### src/hdl/mced_pkg.sv
// package for the multi-car elevator dispatcher
// heading codes, item modes, the dwell reset value and sequencer states; no dependencies
package mced_pkg;
   typedef enum logic [1:0] {
      HD_STOP = 2'd0,
      HD_UP   = 2'd1,
      HD_DN   = 2'd2
   } heading_type;

   localparam logic [1:0] MODE_TICK  = 2'd0;
   localparam logic [1:0] MODE_HALL  = 2'd1;
   localparam logic [1:0] MODE_CAR   = 2'd2;
   localparam logic [1:0] MODE_SPARE = 2'd3;

   localparam logic [3:0] DWELL_RESET = 4'd3;

   typedef enum logic [2:0] {
      ST_IDLE,
      ST_DECIDE,
      ST_SCAN,
      ST_PEER,
      ST_PICK,
      ST_MOVE,
      ST_REPORT
   } state_type;
endpackage

### src/hdl/multi_car_elevator_dispatcher.sv
// multi-car elevator dispatcher, top level
// sequencer walks cars and floors with one shared compare unit; uses mced_pkg
//
// Usage: req_ beats carry one item (tick, hall call or car call); rsp_
// beats return one status per car in car order, rsp_last on the final car.
// The user must write dwell_ticks through csr_we only while the block
// is idle; the block itself does not enforce this. A call is applied in
// the first report cycle, before the first status beat. A tick walks
// every car: per car a decide step, a scan over the floor bitmaps, a
// pass over the peers through the shared distance comparator and a pick
// step, then a move step for all cars; a car that stops at its own floor
// takes only its decide step. Then CARS status beats follow, one per cycle while
// rsp_ready is high. The block takes a new item only after the last
// status beat has gone. When the receiver stalls the status beat holds.
// Reset puts every car at floor zero, stopped, with no calls pending,
// and dwell_ticks at 3.
module multi_car_elevator_dispatcher
   import mced_pkg::*;
#(
   parameter int FLOORS = 16,
   parameter int CARS = 4
) (
   input  logic        clock,
   input  logic        reset,
   input  logic        req_valid,
   output logic        req_ready,
   input  logic [1:0]  req_mode,
   input  logic [3:0]  req_call_floor,
   input  logic        req_wants_down,
   input  logic [1:0]  req_car_select,
   output logic        rsp_valid,
   input  logic        rsp_ready,
   output logic [1:0]  rsp_car_id,
   output logic [3:0]  rsp_at_floor,
   output logic [1:0]  rsp_heading,
   output logic [3:0]  rsp_loading_left,
   output logic [3:0]  rsp_unloading_left,
   output logic [15:0] rsp_car_targets,
   output logic [15:0] rsp_up_calls,
   output logic [15:0] rsp_down_calls,
   output logic        rsp_last,
   input  logic        csr_we,
   input  logic [3:0]  csr_wdata
);
   localparam int FW = (FLOORS > 2) ? $clog2(FLOORS) : 1;
   localparam int CW = (CARS > 1) ? $clog2(CARS) : 1;
   localparam int FCW = $clog2(FLOORS + 1);
   localparam int CCW = $clog2(CARS + 1);
   localparam logic [FW-1:0] TOP = FW'(FLOORS - 1);
   localparam logic [CW-1:0] LASTC = CW'(CARS - 1);

   state_type state_ff, state_in;

   logic [3:0]        dwell_ff;
   logic [FW-1:0]     pos_ff   [CARS];
   heading_type       hd_ff    [CARS];
   logic [FLOORS-1:0] dest_ff  [CARS];
   logic [3:0]        load_ff  [CARS];
   logic [3:0]        unld_ff  [CARS];
   logic [FLOORS-1:0] up_ff, dn_ff;

   logic [CW-1:0]  car_ff;
   logic [FCW-1:0] fl_ff;
   logic [CCW-1:0] peer_ff;
   logic [CCW-1:0] rsp_idx_ff;
   heading_type    hdw_ff;   // working heading of the car being decided
   logic           da_ff, db_ff, ra_ff, rb_ff;
   logic [FW-1:0]  nhi_ff, nlo_ff;
   logic           bu_ff, bd_ff, ou_ff, od_ff;

   logic [1:0]  mode_ff;
   logic [3:0]  cfl_ff;
   logic        cdn_ff;
   logic [1:0]  csel_ff;

   // first report cycle applies the call; beats start the cycle after
   logic rsp_valid_seen_ff;

   // per-car view for current car
   logic [FW-1:0]     cpos;
   logic [FLOORS-1:0] cdest;
   heading_type       chd;
   logic              at_top, at_bot;
   assign cpos  = pos_ff[car_ff];
   assign cdest = dest_ff[car_ff];
   assign chd   = hd_ff[car_ff];
   assign at_top = (cpos == TOP);
   assign at_bot = (cpos == '0);

   // shared scan unit: one floor per cycle
   logic [FW-1:0] sfl;
   logic          s_dest, s_req, s_above, s_below;
   assign sfl    = fl_ff[FW-1:0];
   assign s_dest = cdest[sfl];
   assign s_req  = up_ff[sfl] | dn_ff[sfl];
   assign s_above = sfl > cpos;
   assign s_below = sfl < cpos;

   // shared peer compare unit: one car per cycle
   logic [CW-1:0]  pj;
   logic [FW-1:0]  of;
   heading_type    ohd;
   logic           p_up, p_dn;
   logic [FW:0]    d_lo_of, d_pos_lo, d_of_hi, d_hi_pos;
   assign pj  = peer_ff[CW-1:0];
   assign of  = pos_ff[pj];
   assign ohd = hd_ff[pj];
   assign p_up = (ohd == HD_UP) || (ohd == HD_STOP);
   assign p_dn = (ohd == HD_DN) || (ohd == HD_STOP);
   assign d_lo_of  = {1'b0, nlo_ff} - {1'b0, of};
   assign d_pos_lo = {1'b0, cpos} - {1'b0, nlo_ff};
   assign d_of_hi  = {1'b0, of} - {1'b0, nhi_ff};
   assign d_hi_pos = {1'b0, nhi_ff} - {1'b0, cpos};

   // working heading after the shaft-edge fixup, with timers counted down
   heading_type hd_fix;
   logic [3:0]  ld_dec, ul_dec;
   always_comb begin
      hd_fix = chd;
      if ((at_top && chd == HD_UP) || (at_bot && chd == HD_DN)) begin
         hd_fix = HD_STOP;
      end
      ld_dec = (load_ff[car_ff] != 4'd0) ? load_ff[car_ff] - 4'd1 : 4'd0;
      ul_dec = (unld_ff[car_ff] != 4'd0) ? unld_ff[car_ff] - 4'd1 : 4'd0;
   end

   logic scan_done, peer_done, last_car, rsp_done;
   assign scan_done = (fl_ff == FCW'(FLOORS - 1));
   assign peer_done = (peer_ff == CCW'(CARS - 1));
   assign last_car  = (car_ff == LASTC);
   assign rsp_done  = (rsp_idx_ff == CCW'(CARS - 1)) && rsp_valid && rsp_ready;

   logic dec_hit;   // decide cycle resolves the car at its own floor
   assign dec_hit = cdest[cpos]
      || (up_ff[cpos] && (hd_fix != HD_DN))
      || (dn_ff[cpos] && (hd_fix != HD_UP));

   // next state
   always_comb begin
      state_in = state_ff;
      case (state_ff)
         ST_IDLE: begin
            if (req_valid) begin
               state_in = (req_mode == MODE_TICK) ? ST_DECIDE : ST_REPORT;
            end
         end
         ST_DECIDE: begin
            if (dec_hit) begin
               state_in = last_car ? ST_MOVE : ST_DECIDE;
            end else begin
               state_in = ST_SCAN;
            end
         end
         ST_SCAN: begin
            if (scan_done) begin
               state_in = ST_PEER;
            end
         end
         ST_PEER: begin
            if (peer_done) begin
               state_in = ST_PICK;
            end
         end
         ST_PICK: state_in = last_car ? ST_MOVE : ST_DECIDE;
         ST_MOVE: state_in = ST_REPORT;
         ST_REPORT: begin
            if (rsp_done) begin
               state_in = ST_IDLE;
            end
         end
         default: state_in = ST_IDLE;
      endcase
   end

   // outputs
   always_comb begin
      req_ready = (state_ff == ST_IDLE);
      rsp_valid = (state_ff == ST_REPORT) && rsp_valid_seen_ff;
   end

   logic [CW-1:0] ridx;
   assign ridx = rsp_idx_ff[CW-1:0];
   assign rsp_car_id         = 2'(ridx);
   assign rsp_at_floor       = 4'(pos_ff[ridx]);
   assign rsp_heading        = hd_ff[ridx];
   assign rsp_loading_left   = load_ff[ridx];
   assign rsp_unloading_left = unld_ff[ridx];
   assign rsp_car_targets    = 16'(dest_ff[ridx]);
   assign rsp_up_calls       = 16'(up_ff);
   assign rsp_down_calls     = 16'(dn_ff);
   assign rsp_last           = (rsp_idx_ff == CCW'(CARS - 1));

   logic [FW-1:0] fsel;
   logic [CW-1:0] csel;
   assign fsel = cfl_ff[FW-1:0];
   assign csel = csel_ff[CW-1:0];

   always_ff @(posedge clock) begin
      if (reset) begin
         state_ff   <= ST_IDLE;
         dwell_ff   <= DWELL_RESET;
         up_ff      <= '0;
         dn_ff      <= '0;
         car_ff     <= '0;
         fl_ff      <= '0;
         peer_ff    <= '0;
         rsp_idx_ff <= '0;
         hdw_ff     <= HD_STOP;
         for (int c = 0; c < CARS; c++) begin
            pos_ff[c]  <= '0;
            hd_ff[c]   <= HD_STOP;
            dest_ff[c] <= '0;
            load_ff[c] <= '0;
            unld_ff[c] <= '0;
         end
      end else begin
         state_ff <= state_in;
         if (csr_we) begin
            dwell_ff <= csr_wdata;
         end
         case (state_ff)
            ST_IDLE: begin
               car_ff     <= '0;
               rsp_idx_ff <= '0;
               if (req_valid) begin
                  mode_ff <= req_mode;
                  cfl_ff  <= req_call_floor;
                  cdn_ff  <= req_wants_down;
                  csel_ff <= req_car_select;
               end
            end
            ST_DECIDE: begin
               hdw_ff <= hd_fix;
               da_ff <= 1'b0; db_ff <= 1'b0; ra_ff <= 1'b0; rb_ff <= 1'b0;
               nhi_ff <= '0; nlo_ff <= '0;
               bu_ff <= 1'b0; bd_ff <= 1'b0; ou_ff <= 1'b0; od_ff <= 1'b0;
               fl_ff <= '0;
               peer_ff <= '0;
               if (cdest[cpos]) begin
                  dest_ff[car_ff][cpos] <= 1'b0;
                  load_ff[car_ff] <= ld_dec;
                  unld_ff[car_ff] <= (ul_dec == 4'd0) ? dwell_ff : ul_dec;
                  hd_ff[car_ff] <= hd_fix;
                  car_ff <= car_ff + CW'(1);
               end else if (up_ff[cpos] && hd_fix != HD_DN) begin
                  up_ff[cpos] <= 1'b0;
                  load_ff[car_ff] <= (ld_dec == 4'd0) ? dwell_ff : ld_dec;
                  unld_ff[car_ff] <= ul_dec;
                  hd_ff[car_ff] <= HD_UP;
                  car_ff <= car_ff + CW'(1);
               end else if (dn_ff[cpos] && hd_fix != HD_UP) begin
                  dn_ff[cpos] <= 1'b0;
                  load_ff[car_ff] <= (ld_dec == 4'd0) ? dwell_ff : ld_dec;
                  unld_ff[car_ff] <= ul_dec;
                  hd_ff[car_ff] <= HD_DN;
                  car_ff <= car_ff + CW'(1);
               end else begin
                  load_ff[car_ff] <= ld_dec;
                  unld_ff[car_ff] <= ul_dec;
               end
            end
            ST_SCAN: begin
               if (s_above) begin
                  if (s_dest) da_ff <= 1'b1;
                  if (s_req && !ra_ff) begin
                     ra_ff  <= 1'b1;
                     nhi_ff <= sfl;
                  end
               end
               if (s_below) begin
                  if (s_dest) db_ff <= 1'b1;
                  if (s_req) begin
                     // ascending scan: the last one below is the nearest
                     rb_ff  <= 1'b1;
                     nlo_ff <= sfl;
                  end
               end
               fl_ff <= fl_ff + FCW'(1);
            end
            ST_PEER: begin
               if (pj != car_ff) begin
                  if (p_up && ra_ff &&
                      ((of > cpos && of <= nhi_ff) || (of == cpos && pj < car_ff)))
                     bu_ff <= 1'b1;
                  if (p_dn && rb_ff &&
                      ((of < cpos && of >= nlo_ff) || (of == cpos && pj < car_ff)))
                     bd_ff <= 1'b1;
                  if (p_up && rb_ff && nlo_ff >= of && d_lo_of < d_pos_lo)
                     ou_ff <= 1'b1;
                  if (p_dn && ra_ff && of >= nhi_ff && d_of_hi < d_hi_pos)
                     od_ff <= 1'b1;
               end
               peer_ff <= peer_ff + CCW'(1);
            end
            ST_PICK: begin
               if (!da_ff && !ra_ff && !db_ff && !rb_ff)
                  hd_ff[car_ff] <= HD_STOP;
               else if (da_ff && (hdw_ff == HD_STOP || hdw_ff == HD_UP))
                  hd_ff[car_ff] <= HD_UP;
               else if (db_ff && (hdw_ff == HD_STOP || hdw_ff == HD_DN))
                  hd_ff[car_ff] <= HD_DN;
               else if ((hdw_ff == HD_UP || hdw_ff == HD_STOP) && ra_ff &&
                        !bu_ff && !od_ff)
                  hd_ff[car_ff] <= HD_UP;
               else if ((hdw_ff == HD_DN || hdw_ff == HD_STOP) && rb_ff &&
                        !bd_ff && !ou_ff)
                  hd_ff[car_ff] <= HD_DN;
               else
                  hd_ff[car_ff] <= HD_STOP;
               car_ff <= car_ff + CW'(1);
            end
            ST_MOVE: begin
               for (int c = 0; c < CARS; c++) begin
                  if (load_ff[c] == 4'd0 && unld_ff[c] == 4'd0) begin
                     if (hd_ff[c] == HD_UP && pos_ff[c] != TOP)
                        pos_ff[c] <= pos_ff[c] + FW'(1);
                     else if (hd_ff[c] == HD_DN && pos_ff[c] != '0)
                        pos_ff[c] <= pos_ff[c] - FW'(1);
                  end
               end
            end
            ST_REPORT: begin
               if (rsp_idx_ff == '0 && !rsp_valid_seen_ff) begin
                  if (mode_ff == MODE_HALL && {1'b0, cfl_ff} < 5'(FLOORS)) begin
                     if (cdn_ff) dn_ff[fsel] <= 1'b1;
                     else        up_ff[fsel] <= 1'b1;
                  end else if (mode_ff == MODE_CAR && {1'b0, cfl_ff} < 5'(FLOORS) &&
                               {1'b0, csel_ff} < 3'(CARS) && fsel != pos_ff[csel]) begin
                     if (hd_ff[csel] == HD_STOP)
                        hd_ff[csel] <= (fsel < pos_ff[csel]) ? HD_DN : HD_UP;
                     dest_ff[csel][fsel] <= 1'b1;
                  end
               end
               if (rsp_valid_seen_ff && rsp_ready) begin
                  rsp_idx_ff <= rsp_idx_ff + CCW'(1);
               end
            end
            default: ;
         endcase
      end
   end

   always_ff @(posedge clock) begin
      if (reset) begin
         rsp_valid_seen_ff <= 1'b0;
      end else begin
         rsp_valid_seen_ff <= (state_ff == ST_REPORT) && !rsp_done;
      end
   end

   property p_idle_ready;
      @(posedge clock) disable iff (reset) (state_ff == ST_IDLE) |-> !rsp_valid;
   endproperty
   a_idle_ready: assert property (p_idle_ready) else $error("beat while idle");

   a_busy: assert property (@(posedge clock) disable iff (reset)
      (req_valid && req_ready) |=> !req_ready)
      else $error("item accepted while busy");

   a_rsp_idx: assert property (@(posedge clock) disable iff (reset)
      rsp_valid |-> (rsp_idx_ff < CCW'(CARS)))
      else $error("status index out of range");
endmodule
### config.mk
export PLATFORM = sky130hd
export DESIGN_NAME = multi_car_elevator_dispatcher
export DESIGN_NICKNAME = d
export VERILOG_FILES = /design/src/hdl/mced_pkg.sv /design/src/hdl/multi_car_elevator_dispatcher.sv
export SDC_FILE = /design/constraint.sdc
export NUM_CORES = 1
export LEC_CHECK = 0
export ABC_CLOCK_PERIOD_IN_PS = 5840
export BUFFER_PORTS_ARGS = -buffer_cell sky130_fd_sc_hd__buf_2
export CORE_MARGIN = 10
export CORE_UTILIZATION = 55
export DETAILED_ROUTE_END_ITERATION = 10
export PLACE_DENSITY_LB_ADDON = 0.3
export SLEW_MARGIN = 20
export SYNTH_ARGS = -nofsm -noshare
export SYNTH_HDL_FRONTEND = slang
export SYNTH_SLANG_ARGS = --single-unit
### constraint.sdc
create_clock -name clock -period 5.84 [get_ports clock]
set_clock_uncertainty 0.2 [all_clocks]
set_input_delay 0.584 -clock clock [delete_from_list [all_inputs] [get_ports clock]]
set_output_delay 0.584 -clock clock [all_outputs]
set_load 0.02 [all_outputs]
==> summary.txt, run 1 <==
Clock network
  – H-tree Lvls: 1
  – Worst skew pair latency: between 0.5 and 0.6 ns
  – CTS Buffer Depth: 3
  – CTS root buffer: clkbuf_16
  – Cts hold-fix bufs: 0
  – Num Clock Sinks: 208
  – TritonCTS Buffers: 23
  – Post-cts sizing count: 0
  – CTS tree: done
  – Clk slew on worst S/H paths: 0.06 ns
  – Post-CTS setup buffers: 0

Yosys
  – Synth warn: 0
  – Post-synthesis cell count: 1254
  – Synth Cell Area: roughly 13000 um^2
  – Distinct cells, synth: 74
  – Post-synth top area cell: edfxtp_1
  – Flops & latches, synth: 208
  – Syn avg cell area: 10.73 um^2
  – Synth top area cells: edfxtp_1, mux4_2, dfxtp_1
  – Synth top area share: 32.35%
  – Primary FF master, synth: edfxtp_1
  – Syn_nets: roughly 1300
  – Sequential fraction of the synthesis area: 41.72%
  – Post-synth EDFFs: 145
  – Async set or reset register ratio after synthesis: 0%

STA
  – Fin worst setup slack: 1.132 ns
  – Hold Vio Cnt, Final: 0
  – Final Cycle Share: 80.61%
  – Tmin final: 4.708 ns
  – Tightest Pin Transition: 1.121 ns
  – Final Setup Violations: 0
  – Final Max Tran Viols: 0
  – Setup_tns: 0 ns
  – Unrepaired setup endpoints after global routing: false
  – Achievable frequency: 212.4 MHz
  – Slew HR: 24.69%

Hold path
  – Hold WC Path Type: input port to register

Route
  – Met2 WL post-DR: 18.48 mm
  – DRT Wirelength: around 39 mm
  – Antenna Nets Post-Route: 0
  – Wire length on met1: 15.28 mm
  – Max layer used: met4
  – DRC: 0
  – Drt wl/cell: 23.77 um
  – Detailed Routing Iterations Pass 1: 6
  – Drt initial violations: 1331
  – Vias per cell: 6.778
  – Wire length on met3: around 3.8 mm
  – Vias: around 11000

Power
  – PwrDens: 297.3 nW/um^2
  – Pleak: a little under 6 nW
  – Peak supply drop: 0.0002347 V

Cells and area
  – Final non-filler cell total: 1641
  – Area delta synth->final: 10.31%
  – Layout cells sized above 1: 17.39%
  – Diodes inserted: 0
  – Fin nets: 1381

Setup path
  – Max FO, Critical Path: 24
  – CP required: 5.87 ns
  – Crit. End Element: register
  – CP startpoint kind: register
  – Worst endpoint data arrival time: 4.74 ns
  – Critical setup path kind: register to register

Place
  – Pre-CTS setup slack: ~1.3 ns
  – Hpwl dp: 26.88 mm
  – # port buffers: 84
  – Placer Congestion: about 0.9
  – DP Cell Count: 1599

Floorplan
  – Row count: 57
  – Die Height: 176.4 um
  – Ports: 85
  – Total die area: just over 30000 um^2
  – Initial core utilization: 55.67%
  – Die Wd: between 150 and 200 um
  – Area of the core: between 20000 and 25000 um^2

Global route
  – Vias in the first global route: 10750
  – Global route overflow: 0
  – Gr usage total: between 20% and 30%
  – Largest net degree at the start of global routing: 76
  – First-pass GRT wire length: 60.44 mm
  – Initial antenna violation count: 0

Outcome
  – Outcome: finished, final reports clean

Run
  – Maxcap violations: 0
synth_stat cells, types with 28 or more instances:
master    count
ha_1         56
inv_1        64
dfxtp_1      63
a21oi_1      77
nor3_1       43
mux4_2       66
nor2_1      178
edfxtp_1    145
clkbuf_1     61
mux2i_1      28
a21o_1       67
a211oi_1     33
nand2_1      43
layout make-up:
class / instances / area [um^2]
clock buffers: 34 / 680.7
clock inverters: 8 / 105.1
fillers: 1941 / 9330
inverters: 68 / 256.5
multi-input cells: 896 / 7216
flip-flops and latches: 208 / 5618
well taps: 324 / 405.4
repair buffers: 103 / 565.5
path summary, 6_finish.rpt:
kind	from	end	slack (ns)	cells after the start
worst max-delay path	register	dest_ff[3][3]	1.13	10
worst max register to register	register	dest_ff[3][3]	1.13	10
worst min register to register	hdw_ff[1]	hdw_ff[1]	0.26	2
worst min-delay path	req_call_floor[2]	cfl_ff[2]	0.03	1
worst max-delay path, cell delays in order (launching register included):
cell      delay, ns
dfxtp_2        0.85
mux4_2         0.41
clkinv_2       0.45
or2_0          0.60
nor2b_1        0.22
a31oi_2        0.06
o21ai_2        0.17
nand2_1        0.34
nor3_2         0.59
a221oi_1       0.32
nor2_1         0.18
placed cells by master, fill, tap and decap left out, types with 5 or more instances in the layout:
cell type  count
a211oi_1      33
a21o_1        67
a21oi_1       77
a221o_1       14
a221oi_1      17
a22oi_1        7
a311oi_1       7
a31o_2         5
a31oi_1       23
and2_1        14
buf_2         83
buf_4         20
clkbuf_16     24
dfxtp_1       61
edfxtp_1     145
fa_1           7
ha_1          56
inv_1         64
mux2i_1       28
mux4_1        13
mux4_2        66
nand2_1       43
nand2b_1      18
nand3_1       15
nand3b_1       8
nand4_1        6
nor2_1       178
nor2b_1       20
nor3_1        43
nor4_1        16
nor4b_1        6
o21ai_0       26
or3_1         11
xnor2_1        5
xor2_1         9
metal layers:
metal	global-route usage (%)	vias to the layer above
met5	0	-
met4	9.947	0
met3	4.165	108
met2	39.67	669
met1	31.58	5449
li1	-	4896
per-stage QoR:
| step | hold slack (ns) | instance area, um^2 | power, mW | util (%) |
|---|---|---|---|---|
| floorplan | 0.2363 | 13460 | 2.625 | - |
| global placement | 0.2456 | 14060 | 2.893 | 58.16 |
| detailed placement | 0.2478 | 14060 | 2.910 | 58.16 |
| CTS | 0.02441 | 14850 | 4.399 | 61.41 |
| global route | 0.03011 | 14850 | 4.593 | 61.41 |
| finish | 0.03373 | 14850 | 4.414 | 61.41 |
sequential cells by signal (all words and copies together) (netlist names), 2 cells and up, named ones only:
signal          flops
dest_ff            64
load_ff            16
pos_ff             16
rsp_down_calls     16
rsp_up_calls       16
unld_ff            16
hd_ff               8
fl_ff               5
cfl_ff              4
dwell_ff            4
nhi_ff              4
nlo_ff              4
peer_ff             3
rsp_idx_ff          3
state_ff            3
car_ff              2
csel                2
hdw_ff              2
mode_ff             2
power breakdown:
group	leakage [nW]	internal [mW]	switching (mW)	total (mW)
registers	1.98	1.67	0.141	1.81
clock network	0.387	0.900	0.599	1.50
logic	3.42	0.442	0.661	1.10
cell families (layout without fill, tap and decap cells):
logic type / after synthesis / count (layout) / synth area share [%]
mux: 110 / 110 / 15.92
xor+xnor: 14 / 14 / 0.9111
compound gates: 314 / 314 / 16.22
fa+ha+maj: 65 / 65 / 6.396
buf+inv: 150 / 213 / 4.704
simple gates: 393 / 393 / 14.13
flops: 208 / 208 / 41.72
Power figures use the tool's default switching activity.
==> run 2: changes to the inputs <==
- ABC_CLOCK_PERIOD_IN_PS: 5840 -> 4650
- clock period: 5.84 -> 4.65 ns (I/O delays scaled with it)
==> summary.txt, run 2 (synthesis results as in run 1) <==
Setup path
  – Crit. End Element: register
  – Most frequent CP cell: nor2_1
  – CP startpoint kind: register
  – CP cell instances: nand3b_1 -> nor4b_1 -> nand3_1 -> inv_1 -> o311ai_1 -> nor2_1 -> nor2_1 -> o32ai_1 -> a21oi_1 -> nand2b_1
  – CP required: ~4.7 ns
  – Worst endpoint data arrival time: 4.18 ns
  – Max FO, Critical Path: 16
  – Critical path's slowest cell: dfxtp_1
  – Max incr delay on CP: 0.66 ns
  – Critical setup path kind: register to register

STA
  – Setup_tns: 0 ns
  – Unrepaired setup endpoints after global routing: false
  – Final Cycle Share: around 90%
  – Slew HR: 25.45%
  – Tmin final: 4.143 ns
  – Achievable frequency: 241.4 MHz
  – Hold Vio Cnt, Final: 0
  – Final Max Tran Viols: 0
  – Tightest Pin Transition: 1.114 ns
  – Final Setup Violations: 0

Route
  – Drt wl/cell: 23.84 um
  – Vias: 11143
  – Wire length on met3: 3.692 mm
  – DRT Wirelength: between 30 and 40 mm
  – Wire length on met1: about 16 mm
  – Met2 WL post-DR: 18.99 mm
  – Antenna Nets Post-Route: 0
  – DRC: 0
  – Vias per cell: 6.725
  – Max layer used: met4
  – Detailed Routing Iterations Pass 1: 6
  – Drt initial violations: about 1300

Global route
  – Global route overflow: 0
  – First-pass GRT wire length: slightly above 60 mm
  – Largest net degree at the start of global routing: 83
  – Vias in the first global route: between 10000 and 15000
  – Gr usage total: 24.81%
  – Initial antenna violation count: 0

Floorplan
  – Ports: 85
  – Die Height: 176.4 um
  – Area of the core: around 24000 um^2
  – Total die area: 31130 um^2
  – Die Wd: 176.4 um
  – Initial core utilization: 55.67%
  – Row count: 57

Clock network
  – Post-CTS setup buffers: 0
  – H-tree Lvls: 1
  – CTS root buffer: clkbuf_16
  – TritonCTS Buffers: 24
  – Clk slew on worst S/H paths: ~0.060 ns
  – Cts hold-fix bufs: 13
  – CTS Buffer Depth: 3
  – Num Clock Sinks: 208
  – CTS tree: done
  – Worst skew pair latency: 0.53 ns
  – Post-cts sizing count: 0

Power
  – Pleak: 5.874 nW
  – Peak supply drop: 0.0002971 V
  – Switching portion of total power: 31.42%
  – Combinational share of power: about a quarter
  – Seq pwr share: 40.2%
  – Clock power share: 34.9%
  – NetSw: 1.774 mW
  – PwrDens: 375.3 nW/um^2
  – Pint: around 3.9 mW

Cells and area
  – Fin nets: about 1400
  – Most common cell after layout, fill and taps aside: nor2_1
  – Max reg flops: 64
  – Final non-filler cell total: around 1700
  – Fin area: roughly 15000 um^2
  – Layout cells sized above 1: between 10% and 20%
  – Diodes inserted: 0
  – Area delta synth->final: 11.77%
  – Most frequent cells in the layout: nor2_1, edfxtp_1, buf_2
  – Biggest register: dest_ff

Place
  – DP Cell Count: 1601
  – Hpwl dp: ~28 mm
  – Placer Congestion: 0.8998
  – Placed inst area: 14090 um^2
  – # port buffers: 84

Run
  – Maxcap violations: 0

Outcome
  – Outcome: finished, final reports clean

Hold path
  – Hold WC Path Type: input port to register
run 2: cell types whose count changed in the layout (fill, tap and decap cells not counted), sizes merged:
cell and change:
dlygate4sd3 +13, buf +2, clkinvlp -1, inv -2, clkbuf +1, clkinv +3
run 2: layout make-up:
class / instances / area [um^2]
timing repair buffer: 118 / 723.2
fill: 1943 / 9134
multi-input combinational: 896 / 7216
inverter: 68 / 256.5
clock buffer: 35 / 735.7
tap: 324 / 405.4
sequential: 208 / 5618
clock inverter: 8 / 88.84
run 2: final timing paths:
check / from / endpoint / slack, ns / cells past startpoint
setup / recovery: state_ff[1] / hd_ff[0][0] / 0.51 / 10
hold / removal: csr_we / dwell_ff[0] / 0.05 / 2
setup reg to reg: state_ff[1] / hd_ff[0][0] / 0.51 / 10
hold reg to reg: hdw_ff[1] / hdw_ff[1] / 0.27 / 2
run 2: metrics by stage:
stage	hold slack [ns]	power (mW)	setup WS (ns)	utilization [%]
2_1_floorplan	0.2363	3.297	1.096	-
3_3_place_gp	0.2552	3.636	0.6768	58.27
3_5_place_dp	0.2565	3.672	0.6294	58.27
4_1_cts	0.03516	5.621	0.6293	62.22
5_1_grt	0.07428	5.866	0.3886	62.22
6_report	0.04520	5.646	0.5067	62.22
run 2: metal layers:
layer | vias to the layer above | GRT usage [%]
met1 | 5445 | 32.06
met4 | 0 | 8.371
li1 | 4939 | -
met5 | - | 0
met2 | 658 | 41.77
met3 | 101 | 3.909
run 2: worst max-delay path: cells and delay by family, from the launching register on:
kind,cells,cell delay (ns)
flops,1,0.66
buf+inv,1,0.50
simple gates,6,1.79
compound gates,3,0.70
run 2: power groups by stage:
stage | clock [mW] | sequential, mW | combinational (mW)
global route | 2.05 | 2.28 | 1.54
CTS | 1.97 | 2.26 | 1.39
global placement | 0 | 2.29 | 1.34
finish | 1.97 | 2.27 | 1.41
detailed placement | 0 | 2.30 | 1.37
floorplan | 0 | 2.19 | 1.11
==> run 3: changes to the inputs <==
- REMOVE_ABC_BUFFERS: default -> 1
==> summary.txt, run 3 (synthesis results as in run 1) <==
Route
  – Vias: 11148
  – Drt wl/cell: 23.87 um
  – Drt initial violations: 1453
  – DRT Wirelength: between 30 and 40 mm
  – DRC: 0
  – Vias per cell: ~6.7
  – Detailed Routing Iterations Pass 1: 6
  – Antenna Nets Post-Route: 0

Global route
  – Gr usage total: 24.81%
  – First-pass GRT wire length: 61.49 mm
  – Initial antenna violation count: 0
  – Global route overflow: 0
  – Largest net degree at the start of global routing: 75
  – Vias in the first global route: 10977

Clock network
  – CTS tree: done
  – CTS Buffer Depth: 3
  – H-tree Lvls: 1
  – CTS root buffer: clkbuf_16
  – Post-cts sizing count: 0
  – TritonCTS Buffers: 23
  – Worst skew pair latency: ~0.51 ns
  – Clk slew on worst S/H paths: about 0.06 ns
  – Post-CTS setup buffers: 0
  – Num Clock Sinks: 208

STA
  – Final Setup Violations: 0
  – Fin Hold WS: 0.06309 ns
  – Tightest Pin Transition: 1.070 ns
  – Tmin final: ~4.2 ns
  – Final Max Tran Viols: 0
  – Hold Vio Cnt, Final: 0
  – Achievable frequency: 240.5 MHz
  – Final Cycle Share: 89.43%
  – Slew HR: between 20% and 30%
  – Setup_tns: 0 ns
  – Fin worst setup slack: 0.4914 ns
  – Unrepaired setup endpoints after global routing: false

Setup path
  – Critical path's slowest cell: a221oi_1
  – Max FO, Critical Path: 24
  – CP cell instances: buf_4 -> mux4_1 -> mux4_2 -> nor2b_1 -> a31oi_2 -> o21ai_2 -> nand2_1 -> nor3_2 -> a221oi_1 -> nor2_1
  – Crit. End Element: register
  – Reg2Reg Setup Slack: roughly 0.49 ns
  – Max incr delay on CP: 0.63 ns
  – Critical setup path kind: register to register
  – CP required: 4.70 ns
  – Worst endpoint data arrival time: 4.21 ns
  – CP startpoint kind: register

Hold path
  – Hold WC Path Type: input port to register
  – Hold wc startpoint: csr_we

Floorplan
  – Initial core utilization: approximately 56%
  – Die Wd: 176.4 um
  – Total die area: approximately 31000 um^2
  – Ports: 85
  – Die Height: between 150 and 200 um
  – Row count: 57
  – Area of the core: 24180 um^2

Power
  – Pleak: between 5 and 6 nW
  – Peak supply drop: 0.0002568 V
  – PwrDens: between 300 and 400 nW/um^2

Cells and area
  – Biggest register: dest_ff
  – Most common cell after layout, fill and taps aside: nor2_1
  – Diodes inserted: 0
  – Layout Utilization: about three fifths
  – Area delta synth->final: 11.27%
  – Layout cells sized above 1: 17.00%
  – Most frequent cells in the layout: nor2_1, edfxtp_1, buf_2
  – Fin nets: 1401
  – Max reg flops: 64

Run
  – Maxcap violations: 0

Place
  – Hpwl dp: 28.04 mm
  – Placer Congestion: slightly above 0.9
  – # port buffers: 84
  – Pre-CTS setup slack: 0.5823 ns

Outcome
  – Outcome: finished, final reports clean
==> run 3: cell count changes in the layout (fill, tap and decap cells not counted), sizes merged <==
cell / before / now
clkbuf: 35 / 36
bufinv: 2 / 1
clkinv: 8 / 5
buf: 105 / 110
==> run 3: layout make-up <==
| type | instances | area (um^2) |
|---|---|---|
| fill | 1907 | 9201 |
| multi-input combinational | 896 | 7216 |
| sequential | 208 | 5620 |
| timing repair buffer | 123 | 748.2 |
| clock buffer | 36 | 686.9 |
| tap | 324 | 405.4 |
| inverter | 68 | 256.5 |
| clock inverter | 4 | 42.54 |
==> run 3: stage by stage <==
stage / area (um^2) / cells / total power [mW]
finish: 14980 / 1659 / 5.468
global route: 14980 / 1659 / 5.701
CTS: 14980 / 1659 / 5.457
detailed placement: 14120 / 1606 / 3.676
global placement: 14110 / 1606 / 3.642
floorplan: 13080 / 1172 / 3.229
==> run 3: path summary, 6_finish.rpt <==
| kind | cells after the start | end |
|---|---|---|
| min reg2reg | 2 | hdw_ff[1] |
| max reg2reg | 10 | dest_ff[3][3] |
| min | 2 | dwell_ff[0] |
| max | 10 | dest_ff[3][3] |
==> run 3: repair_timing <==
item                                    CTS  global route
endpoints found under the hold margin    13             0
hold buffers                             13             0
endpoints found under the setup margin    0             0
==> run 3: worst max-delay path, delay by kind of cell (launching register included) <==
kind | cells | cell delay (ns)
flops | 1 | 0.54
compound gates | 3 | 0.98
mux | 2 | 0.92
simple gates | 4 | 0.81
buf+inv | 1 | 0.43
==> run 3: layer usage <==
metal  track usage [%]  share of wire (%)
met1             32.01                 39
met5                 0                  0
met3             4.742                9.8
met4             10.02                3.7
met2             40.47                 48
==> run 3: power breakdown <==
| group | leakage [nW] | internal [mW] | switching, mW | total [mW] |
|---|---|---|---|---|
| clock network | 0.354 | 1.06 | 0.722 | 1.79 |
| registers | 1.98 | 2.10 | 0.170 | 2.27 |
| logic | 3.50 | 0.569 | 0.845 | 1.41 |
